$ cat config.mk
export PLATFORM = sky130hd
export DESIGN_NAME = rgb565_rle_encoder
export DESIGN_NICKNAME = d
export VERILOG_FILES = /design/src/rtl/rle565_pkg.sv /design/src/rtl/rle565_rq.sv /design/src/rtl/rgb565_rle_encoder.sv
export SDC_FILE = /design/constraint.sdc
export NUM_CORES = 1
export LEC_CHECK = 0
export BUFFER_PORTS_ARGS = -buffer_cell sky130_fd_sc_hd__buf_2
export CORE_ASPECT_RATIO = 0.7
export CORE_MARGIN = 3
export CORE_UTILIZATION = 60
export DETAILED_ROUTE_END_ITERATION = 8
export PLACE_DENSITY = 0.79
export SLEW_MARGIN = 25
export SYNTH_ARGS = -nofsm -noshare
export SYNTH_HDL_FRONTEND = slang
export SYNTH_SLANG_ARGS = --single-unit
$ cat constraint.sdc
create_clock -name clock -period 5.23 [get_ports clock]
set_input_delay 0.7845 -clock clock [delete_from_list [all_inputs] [get_ports clock]]
set_output_delay 0.7845 -clock clock [all_outputs]
set_load 0.03 [all_outputs]
$ cat src/rtl/rle565_pkg.sv
`timescale 1ns / 1ps
// ----------------------------------------------------------------------------
// RGB565 run-length encoder package
// Shared payload types and constants for the encoder and its result queue.
// ----------------------------------------------------------------------------
package rle565_pkg;

   localparam int unsigned RunLenWidth = 16;
   localparam int unsigned PixelWidth  = 16;
   localparam int unsigned ChanWidth   = 8;

   localparam logic [RunLenWidth-1:0] RunMax = 16'hFFFF;

   // Result queue geometry.
   localparam int unsigned QueueDepth = 4;
   localparam int unsigned QueuePtrW  = $clog2(QueueDepth);
   localparam int unsigned QueueCntW  = $clog2(QueueDepth + 1);

   typedef struct packed {
      logic [ChanWidth-1:0] chan_a;
      logic [ChanWidth-1:0] chan_b;
      logic [ChanWidth-1:0] chan_c;
      logic                 end_of_stream;
   } req_word_type;

   typedef struct packed {
      logic [RunLenWidth-1:0] run_length;
      logic [PixelWidth-1:0]  run_pixel;
      logic                   final_run;
   } rsp_word_type;

   // Push controls into the result queue. The second word is only pushed
   // together with the first.
   typedef struct packed {
      logic first;
      logic second;
   } push_type;

endpackage

$ cat src/rtl/rle565_rq.sv
`timescale 1ns / 1ps
// ----------------------------------------------------------------------------
// RGB565 RLE result queue
// Small queue that takes up to two result words per cycle and returns one.
// ----------------------------------------------------------------------------
module rle565_rq (
   input  logic                   clock,
   input  logic                   reset,
   input  rle565_pkg::push_type     push,
   input  rle565_pkg::rsp_word_type push_word0,
   input  rle565_pkg::rsp_word_type push_word1,
   output logic                   room,
   output logic                   rsp_valid,
   input  logic                   rsp_ready,
   output rle565_pkg::rsp_word_type rsp_data
);
   import rle565_pkg::*;

   rsp_word_type           store_ff [QueueDepth];
   logic [QueuePtrW-1:0]   wr_ptr_ff, wr_ptr_in;
   logic [QueuePtrW-1:0]   rd_ptr_ff, rd_ptr_in;
   logic [QueueCntW-1:0]   count_ff, count_in;
   logic [QueuePtrW-1:0]   wr_ptr_next;
   logic                   pop;

   assign wr_ptr_next = wr_ptr_ff + QueuePtrW'(1);
   assign pop         = rsp_valid && rsp_ready;
   assign rsp_valid   = (count_ff != '0);
   assign rsp_data    = store_ff[rd_ptr_ff];
   // Two free entries are needed before another pixel may be processed.
   assign room        = (count_ff <= QueueCntW'(QueueDepth - 2));

   always_comb begin
      wr_ptr_in = wr_ptr_ff;
      if (push.first && push.second) begin
         wr_ptr_in = wr_ptr_ff + QueuePtrW'(2);
      end else if (push.first) begin
         wr_ptr_in = wr_ptr_next;
      end
      rd_ptr_in = pop ? rd_ptr_ff + QueuePtrW'(1) : rd_ptr_ff;
      count_in  = count_ff + QueueCntW'(push.first) + QueueCntW'(push.second)
                  - QueueCntW'(pop);
   end

   always_ff @(posedge clock) begin
      if (reset) begin
         wr_ptr_ff <= '0;
         rd_ptr_ff <= '0;
         count_ff  <= '0;
      end else begin
         wr_ptr_ff <= wr_ptr_in;
         rd_ptr_ff <= rd_ptr_in;
         count_ff  <= count_in;
      end
   end

   always_ff @(posedge clock) begin
      if (push.first) begin
         store_ff[wr_ptr_ff] <= push_word0;
      end
      if (push.second) begin
         store_ff[wr_ptr_next] <= push_word1;
      end
   end

endmodule

$ cat src/rtl/rgb565_rle_encoder.sv
`timescale 1ns / 1ps
// ----------------------------------------------------------------------------
// RGB565 run-length encoder
// Packs 24-bit pixels to 565 and emits (length, colour) runs.
// ----------------------------------------------------------------------------
// The encoder takes one pixel word per clock while the result queue has room.
// A pixel is held in an input register; from there it is packed to 565,
// compared with the open run and the run state is updated in the same cycle,
// while any finished runs are written into a four-entry result queue that
// drives the rsp port. A result word passes through the input register and
// the result queue before it can be taken from rsp.
// A pixel usually yields zero or one result word; a pixel that ends the
// stream and also closes the previous run yields two words, which leave the
// queue one per clock, so sustained throughput is one pixel per clock as long
// as the output side takes one word per clock. The input register moves on
// only when the queue has two free entries, so a stalled output side backs
// up into req_ready after a few words. The csr port writes the swap_mode bit
// (0: R5 G6 B5, 1: G5 R6 B5) and is always ready; it must only be written
// while the encoder is idle.
// ----------------------------------------------------------------------------
module rgb565_rle_encoder (
   input  logic                     clock,
   input  logic                     reset,
   input  logic                     req_valid,
   output logic                     req_ready,
   input  rle565_pkg::req_word_type req_data,
   output logic                     rsp_valid,
   input  logic                     rsp_ready,
   output rle565_pkg::rsp_word_type rsp_data,
   input  logic                     csr_valid,
   output logic                     csr_ready,
   input  logic                     csr_data
);
   import rle565_pkg::*;

   // Configuration.
   logic                   swap_mode_ff, swap_mode_in;

   // Input register.
   logic                   in_valid_ff, in_valid_in;
   req_word_type           in_word_ff;

   // Open run.
   logic [PixelWidth-1:0]  held_color_ff, held_color_in;
   logic [RunLenWidth-1:0] held_len_ff, held_len_in;

   // Processing stage.
   logic                   room;
   logic                   advance;
   logic [PixelWidth-1:0]  color;
   logic                   extend;
   logic                   close_run;
   logic [PixelWidth-1:0]  new_color;
   logic [RunLenWidth-1:0] new_len;
   push_type               push;
   rsp_word_type           word0;
   rsp_word_type           word1;

   assign csr_ready    = 1'b1;
   assign swap_mode_in = (csr_valid && csr_ready) ? csr_data : swap_mode_ff;

   // The held pixel is consumed when the queue can take two words.
   assign advance     = in_valid_ff && room;
   assign req_ready   = !in_valid_ff || advance;
   assign in_valid_in = req_ready ? req_valid : in_valid_ff;

   always_comb begin
      if (swap_mode_ff) begin
         color = {in_word_ff.chan_b[7:3], in_word_ff.chan_a[7:2], in_word_ff.chan_c[7:3]};
      end else begin
         color = {in_word_ff.chan_a[7:3], in_word_ff.chan_b[7:2], in_word_ff.chan_c[7:3]};
      end
   end

   // A run grows while the colour matches and it has not reached its limit.
   assign extend    = (held_len_ff != '0) && (color == held_color_ff) && (held_len_ff != RunMax);
   assign close_run = !extend && (held_len_ff != '0);
   assign new_len   = extend ? held_len_ff + RunLenWidth'(1) : RunLenWidth'(1);
   assign new_color = extend ? held_color_ff : color;

   always_comb begin
      word1.run_length = new_len;
      word1.run_pixel  = new_color;
      word1.final_run  = 1'b1;
      if (close_run) begin
         word0.run_length = held_len_ff;
         word0.run_pixel  = held_color_ff;
         word0.final_run  = 1'b0;
      end else begin
         word0 = word1;
      end
      push.first  = advance && (close_run || in_word_ff.end_of_stream);
      push.second = advance && close_run && in_word_ff.end_of_stream;

      held_len_in   = held_len_ff;
      held_color_in = held_color_ff;
      if (advance) begin
         if (in_word_ff.end_of_stream) begin
            held_len_in   = '0;
            held_color_in = '0;
         end else begin
            held_len_in   = new_len;
            held_color_in = new_color;
         end
      end
   end

   always_ff @(posedge clock) begin
      if (reset) begin
         swap_mode_ff  <= 1'b0;
         in_valid_ff   <= 1'b0;
         held_len_ff   <= '0;
         held_color_ff <= '0;
      end else begin
         swap_mode_ff  <= swap_mode_in;
         in_valid_ff   <= in_valid_in;
         held_len_ff   <= held_len_in;
         held_color_ff <= held_color_in;
      end
   end

   always_ff @(posedge clock) begin
      if (req_ready) begin
         in_word_ff <= req_data;
      end
   end

   rle565_rq u_rq (
      .clock      (clock),
      .reset      (reset),
      .push       (push),
      .push_word0 (word0),
      .push_word1 (word1),
      .room       (room),
      .rsp_valid  (rsp_valid),
      .rsp_ready  (rsp_ready),
      .rsp_data   (rsp_data)
   );

   // An end-of-stream pixel always leaves the run state empty.
   a_eos_empties: assert property (@(posedge clock) disable iff (reset)
      (advance && in_word_ff.end_of_stream) |=> (held_len_ff == '0))
      else $error("run state not emptied after end of stream");

   // Any other pixel leaves an open run behind.
   a_run_open: assert property (@(posedge clock) disable iff (reset)
      (advance && !in_word_ff.end_of_stream) |=> (held_len_ff != '0))
      else $error("no open run after a pixel");

   // With no open run the held colour is the empty value.
   a_empty_color: assert property (@(posedge clock) disable iff (reset)
      (held_len_ff == '0) |-> (held_color_ff == '0))
      else $error("held colour set without an open run");

   // The second word is only written together with the first.
   a_push_order: assert property (@(posedge clock) disable iff (reset)
      push.second |-> (push.first && word0.final_run == 1'b0))
      else $error("second result word pushed out of order");

endmodule

==> results of run 1 <==
-- per-layer routing --
layer  share of wire [%]  wire length (um)  vias to the layer above
li1                    -                 -                     3376
met1                  40             10600                     3630
met2                  42             11100                      668
met3                  15              4060                       60
met4                 1.9               498                        0
met5                   0                 0                        -
-- state kept, by name (all words and copies together), names as in the netlist, named ones only --
register	count
in_valid_ff	1
u_rq.rd_ptr_ff	2
swap_mode_ff	1
u_rq.wr_ptr_ff	2
u_rq.count_ff	3
held_color_ff	16
in_word_ff	18
held_len_ff	16
u_rq.store_ff	132
-- worst paths after layout --
check | startpoint | endpoint | slack, ns | depth (start not counted)
setup / recovery | swap_mode_ff | u_rq.store_ff[1][4] | 0.73 | 10
hold reg to reg | u_rq.wr_ptr_ff[1] | u_rq.wr_ptr_ff[1] | 0.53 | 1
hold / removal | req_data[7] | in_word_ff[7] | 0.52 | 1
setup reg to reg | swap_mode_ff | u_rq.store_ff[1][4] | 0.73 | 10
-- cells in the mapped netlist, types with 3 or more instances --
cell       instances  area [um2]
nand4b_1           4        35.0
nor2b_1            6        37.5
clkbuf_1          58         218
buf_1              9        33.8
nor3_1            26         130
a22oi_1           10        75.1
buf_2             10        50.1
nand3b_1           5        37.5
nor2_1            36         135
o21ai_0           32         160
mux2i_2            4        55.1
nor4bb_1           6        60.1
nor4b_1            3        26.3
a31oi_1            6        37.5
xor2_1             8        70.1
nand2b_1           4        25.0
mux4_2            33         743
and4_1             4        35.0
o2bb2ai_1         44         385
a2bb2oi_1          3        26.3
o221a_2           10         113
and2_1            10        62.6
nand4_1           21         131
a21oi_1           75         375
o221ai_1           3        26.3
mux2i_1            8        80.1
a311oi_2           3        45.0
nand3_1           46         230
nand2_1           56         210
inv_1             16        60.1
dfxtp_1           47         941
edfxtp_1         146        4380
a22o_1            20         175
o211ai_1           4        30.0
xnor2_1           17         149
nor4_1             6        37.5
and3_1            11        68.8
ha_1               8         100
o21a_1             7        52.6
o22ai_1            4        25.0
-- critical path: cells and delay by family, from the launching register on --
family / cells / cell delay, ns
muxes: 1 / 0.66
DFF: 1 / 0.38
and+or+nand+nor: 5 / 1.83
xor gates and xnor gates: 1 / 0.18
buffers and inverters: 3 / 1.11
-- where the power goes --
part | internal (uW) | switching, uW | total [uW]
clock network | 718 | 590 | 1310
registers | 1770 | 136 | 1910
logic | 385 | 692 | 1080
total | 2870 | 1420 | 4290
-- layout make-up --
cell class,count,area [um2]
multi-input cells,566,4240
flip-flops and latches,193,5330
clock inverters,12,144
repair buffers,84,485
well taps,220,275
clock buffers,20,437
inverters,16,60.1
fillers,1140,4910
-- kinds of logic after synthesis --
logic type      after synthesis  share of synthesized area, %
other cells                   1                        0.0376
buf+inv                      97                          4.01
mux                          46                          8.93
xor+xnor                     25                          2.20
flops                       193                          53.5
fa+ha+maj                    10                          1.41
simple gates                250                          13.3
compound gates              234                          16.7
-- per-stage QoR --
step | setup WS [ns] | util, % | area, um2
after global placement | 1.02 | 65.4 | 10400
after CTS | 0.835 | 69.1 | 11000
after floorplan | 1.68 | - | 9960
final | 0.733 | 69.1 | 11000
after global routing | 0.512 | 69.1 | 11000
after detailed placement | 0.869 | 65.4 | 10400
==> flow_summary.toml, run 1 <==
[floorplan]
io_pins = 67
start_util_pct = 62.7
die_y_um = 114
core_um2 = 15900
die_w_um = 160
rows = 38
dieArea_um2 = 18200

[grt]
grtUsageMet1_pct = 43.6
top_usage_layer = "met1"
use_met3_pct = 8.17
grt_pass1_vias = 7275
antenna_found_initial = 0
track_usage_pct = 29.1
gr-total-overflow = 0
grt.met2_usage_pct = 42.2
grt_pass1_wl_um = 40700
grt_max_degree = 52

[clock_network]
cts_setup_buffers = 0
path_clk_slew_ns = 0.07
cts_sinks = 193
clock-root-buffer = "clkbuf_16"
cts-hold-fix-buffers = 0
cts_tree = "yes"
clk_latency_ns = 0.43
clockBufferDepth = 2
htreeDepth = 4
cts_inserted_buffers = 17
cts_resized = 0

[setup_path]
path_class = "reg2reg"
critPathLaunchType = "flip-flop"
slowest_stage = "mux2i_1"
max_stage_delay_ns = 0.66
worstPathMaxFanout = 28
path_common_cell = "buf_4"
endpoint_kind = "flip-flop"
cp.arrival_ns = 4.65
cp.required_ns = 5.38
path_cells = "buf_4 > mux2i_1 > xnor2_1 > nor4_2 > and4_1 > nand2_1 > buf_4 > nand2b_1 > nand2_1 > buf_4"

[power]
p_leak_uw = 0.00371
max-vdd-ir-drop_v = 0.000328
power_density_nw_per_um2 = 391
power_uw = 4290

[detailed_routing]
num_vias = 7734
vias_per_cell = 6.96
firstDrtPassIters = 9
drt_iter0_drc = 1280
ant_nets = 0
finalWirelength_um = 26300
drc = 3
avgRoutedWirePerCell_um = 23.7

[timing]
slew_violations = 0
fin_crit_sh_pct = 86.0
slew_headroom_pct = 36.0
clock_skew_ns = 0.0104
fin_setup_tns_ns = 0
tightestPinTransition_ns = 0.950
rsz0062_at_grt = "no"
setup_viol = 0
fmax_ghz = 0.222
hold_slack_ns = 0.523
min_period_ns = 4.50
hold_viol_final = 0

[layout]
final_cell_mix = "146 x edfxtp_1, 75 x a21oi_1, 58 x buf_2"
diodes = 0
num-nets-final = 919
drive_gt1_share_pct = 19.1
layout_commonest_cell = "edfxtp_1"
synthToLayoutAreaGrowth_pct = 10.1
layout.cells.non_filler = 1111

[run_status]
violations = "DRC"
status = "finished, violations left"

[synthesis]
synth_nets = 897
synthArstFlopShare_pct = 0
synth_cell_types = 60
ys_seq_elements = 193
yosysSeqAreaShare_pct = 53.5
syn_avg_cell_area_um2 = 11.6
synth_edf_count = 146
postSynthCellCount = 856
synth_warnings = 0
ys.flop_type = "edfxtp_1"
syn_area_um2 = 9960

[placement]
dpl.cell_count = 1079
portBuffers = 58
globalplace.congestion = 0.989
place_hpwl_um = 17900

[hold_path]
hold_class = "in2reg"

[flow_run]
maxCapViolCount = 0
No activity file was read; power rests on OpenSTA's default activity.
==> run 2, diff against run 1 <==
- BUFFER_PORTS_ARGS: -buffer_cell sky130_fd_sc_hd__buf_2 -> unset
- CTS_BUF_LIST: unset -> sky130_fd_sc_hd__clkbuf_8
- DONT_BUFFER_PORTS: unset -> 1
- PLACE_DENSITY: 0.79 -> 0.76
==> flow_summary.toml, run 2 (synthesis gave the netlist of run 1 again) <==
[timing]
tightestPinTransition_ns = 1.05
fin_crit_sh_pct = 85.4
fin_setup_tns_ns = 0
setup_viol = 0
hold_viol_final = 0
hold_slack_ns = 0.381
min_period_ns = 4.47
rsz0062_at_grt = "no"
fmax_ghz = 0.224
slew_headroom_pct = 29.5
clock_skew_ns = 0.0104
slew_violations = 0

[clock_network]
htreeDepth = 4
clk_latency_ns = 0.46
clock-root-buffer = "clkbuf_8"
cts_sinks = 193
path_clk_slew_ns = 0.09
cts_tree = "yes"
clockBufferDepth = 2
cts_resized = 0
cts_inserted_buffers = 17
cts_setup_buffers = 0
cts-hold-fix-buffers = 0

[power]
sw_frac_of_total_pct = 34.1
p_int_uw = 2590
p_leak_uw = 0.00341
switching_power_uw = 1340
pwr-share-clk_pct = 26.2
power_density_nw_per_um2 = 373
comb_power_share_pct = 25.9
seqPwrFrac_pct = 47.9
max-vdd-ir-drop_v = 0.000281

[floorplan]
core_um2 = 15900
die_y_um = 114
die_w_um = 160
start_util_pct = 62.7
dieArea_um2 = 18200
io_pins = 67
rows = 38

[setup_path]
path_class = "reg2reg"
worstPathMaxFanout = 28
cp.required_ns = 5.42
critPathLaunchType = "flip-flop"
cp.arrival_ns = 4.65
endpoint_kind = "flip-flop"

[layout]
top_regs = "u_rq.store_ff (132), in_word_ff (18)"
num-nets-final = 862
layout_commonest_cell = "edfxtp_1"
diodes = 0
largest_reg_flops = 132
final_cell_mix = "146 x edfxtp_1, 75 x a21oi_1, 56 x nand2_1"
largest_register = "u_rq.store_ff"
drive_gt1_share_pct = 13.7
synthToLayoutAreaGrowth_pct = 5.73

[placement]
place_hpwl_um = 17900
globalplace.congestion = 0.907
portBuffers = 0

[grt]
gr-total-overflow = 0
antenna_found_initial = 0
grt_pass1_vias = 7088
track_usage_pct = 29.7
grt_max_degree = 52
grt_pass1_wl_um = 41200

[run_status]
status = "completed"

[detailed_routing]
ant_nets = 0
firstDrtPassIters = 6
avgRoutedWirePerCell_um = 25.2
drt_iter0_drc = 1174
finalWirelength_um = 26500
vias_per_cell = 7.17
num_vias = 7552
drc = 0

[hold_path]
hold_class = "in2reg"

[flow_run]
maxCapViolCount = 0
[run 2: cell count changes in the layout (fill, tap and decap cells not counted), moves of 2 or more]
| cell | before | now |
|---|---|---|
| buf_2 | 58 | 0 |
| clkbuf_16 | 17 | 0 |
| clkbuf_8 | 0 | 19 |
| clkbuf_1 | 3 | 0 |
| clkinv_4 | 1 | 3 |
| inv_6 | 5 | 2 |
| clkinv_1 | 1 | 3 |
[run 2: per-layer routing]
layer	vias up	GRT usage, %	wire length [um]
met5	-	0	0
met4	0	7.46	390
met3	42	9.51	3930
met2	601	41.9	11200
met1	3650	44.7	11000
li1	3259	-	-
[run 2: power groups by stage]
stage	Sequential (uW)	Combinational (uW)	Clock (uW)
floorplan	1850	841	0
global route	1900	1080	1090
CTS	1880	1010	1030
global placement	1900	985	0
finish	1880	1020	1030
detailed placement	1920	1010	0
[run 2: worst max-delay path, stage by stage, from the launching register on]
cell and delay, ns:
dfxtp_1 0.94, mux2i_2 0.64, xnor2_1 0.16, nor4_2 0.34
and4_1 0.39, nand2_1 0.16, buf_4 0.25, nand2b_1 0.27
nand2_1 0.54, buf_4 0.45
[run 2: cell type report]
cell class	count	area [um2]
Clock inverter	13	160
Tap cell	220	275
Multi-Input combinational cell	566	4250
Fill cell	1177	5350
Sequential cell	193	5330
Inverter	16	60.1
Clock buffer	19	262
Timing Repair Buffer	27	203
[run 2: stage by stage]
step / area (um2) / setup WS (ns) / utilization (%) / total power (uW) / std cells
floorplan: 9960 / 1.68 / - / 2690 / 856
global placement: 10100 / 1.06 / 63.6 / 2890 / 1022
detailed placement: 10100 / 0.874 / 63.6 / 2920 / 1022
CTS: 10500 / 0.830 / 66.3 / 3930 / 1054
global route: 10500 / 0.534 / 66.3 / 4070 / 1054
finish: 10500 / 0.763 / 66.3 / 3930 / 1054
[run 2: path summary, 6_finish.rpt]
path / startpoint / end / slack, ns / cells after the start
worst min register to register: u_rq.store_ff[2][0] / u_rq.store_ff[2][0] / 0.51 / 2
worst max register to register: swap_mode_ff / u_rq.store_ff[3][2] / 0.76 / 9
worst min-delay path: reset / in_valid_ff / 0.38 / 1
worst max-delay path: swap_mode_ff / u_rq.store_ff[3][2] / 0.76 / 9
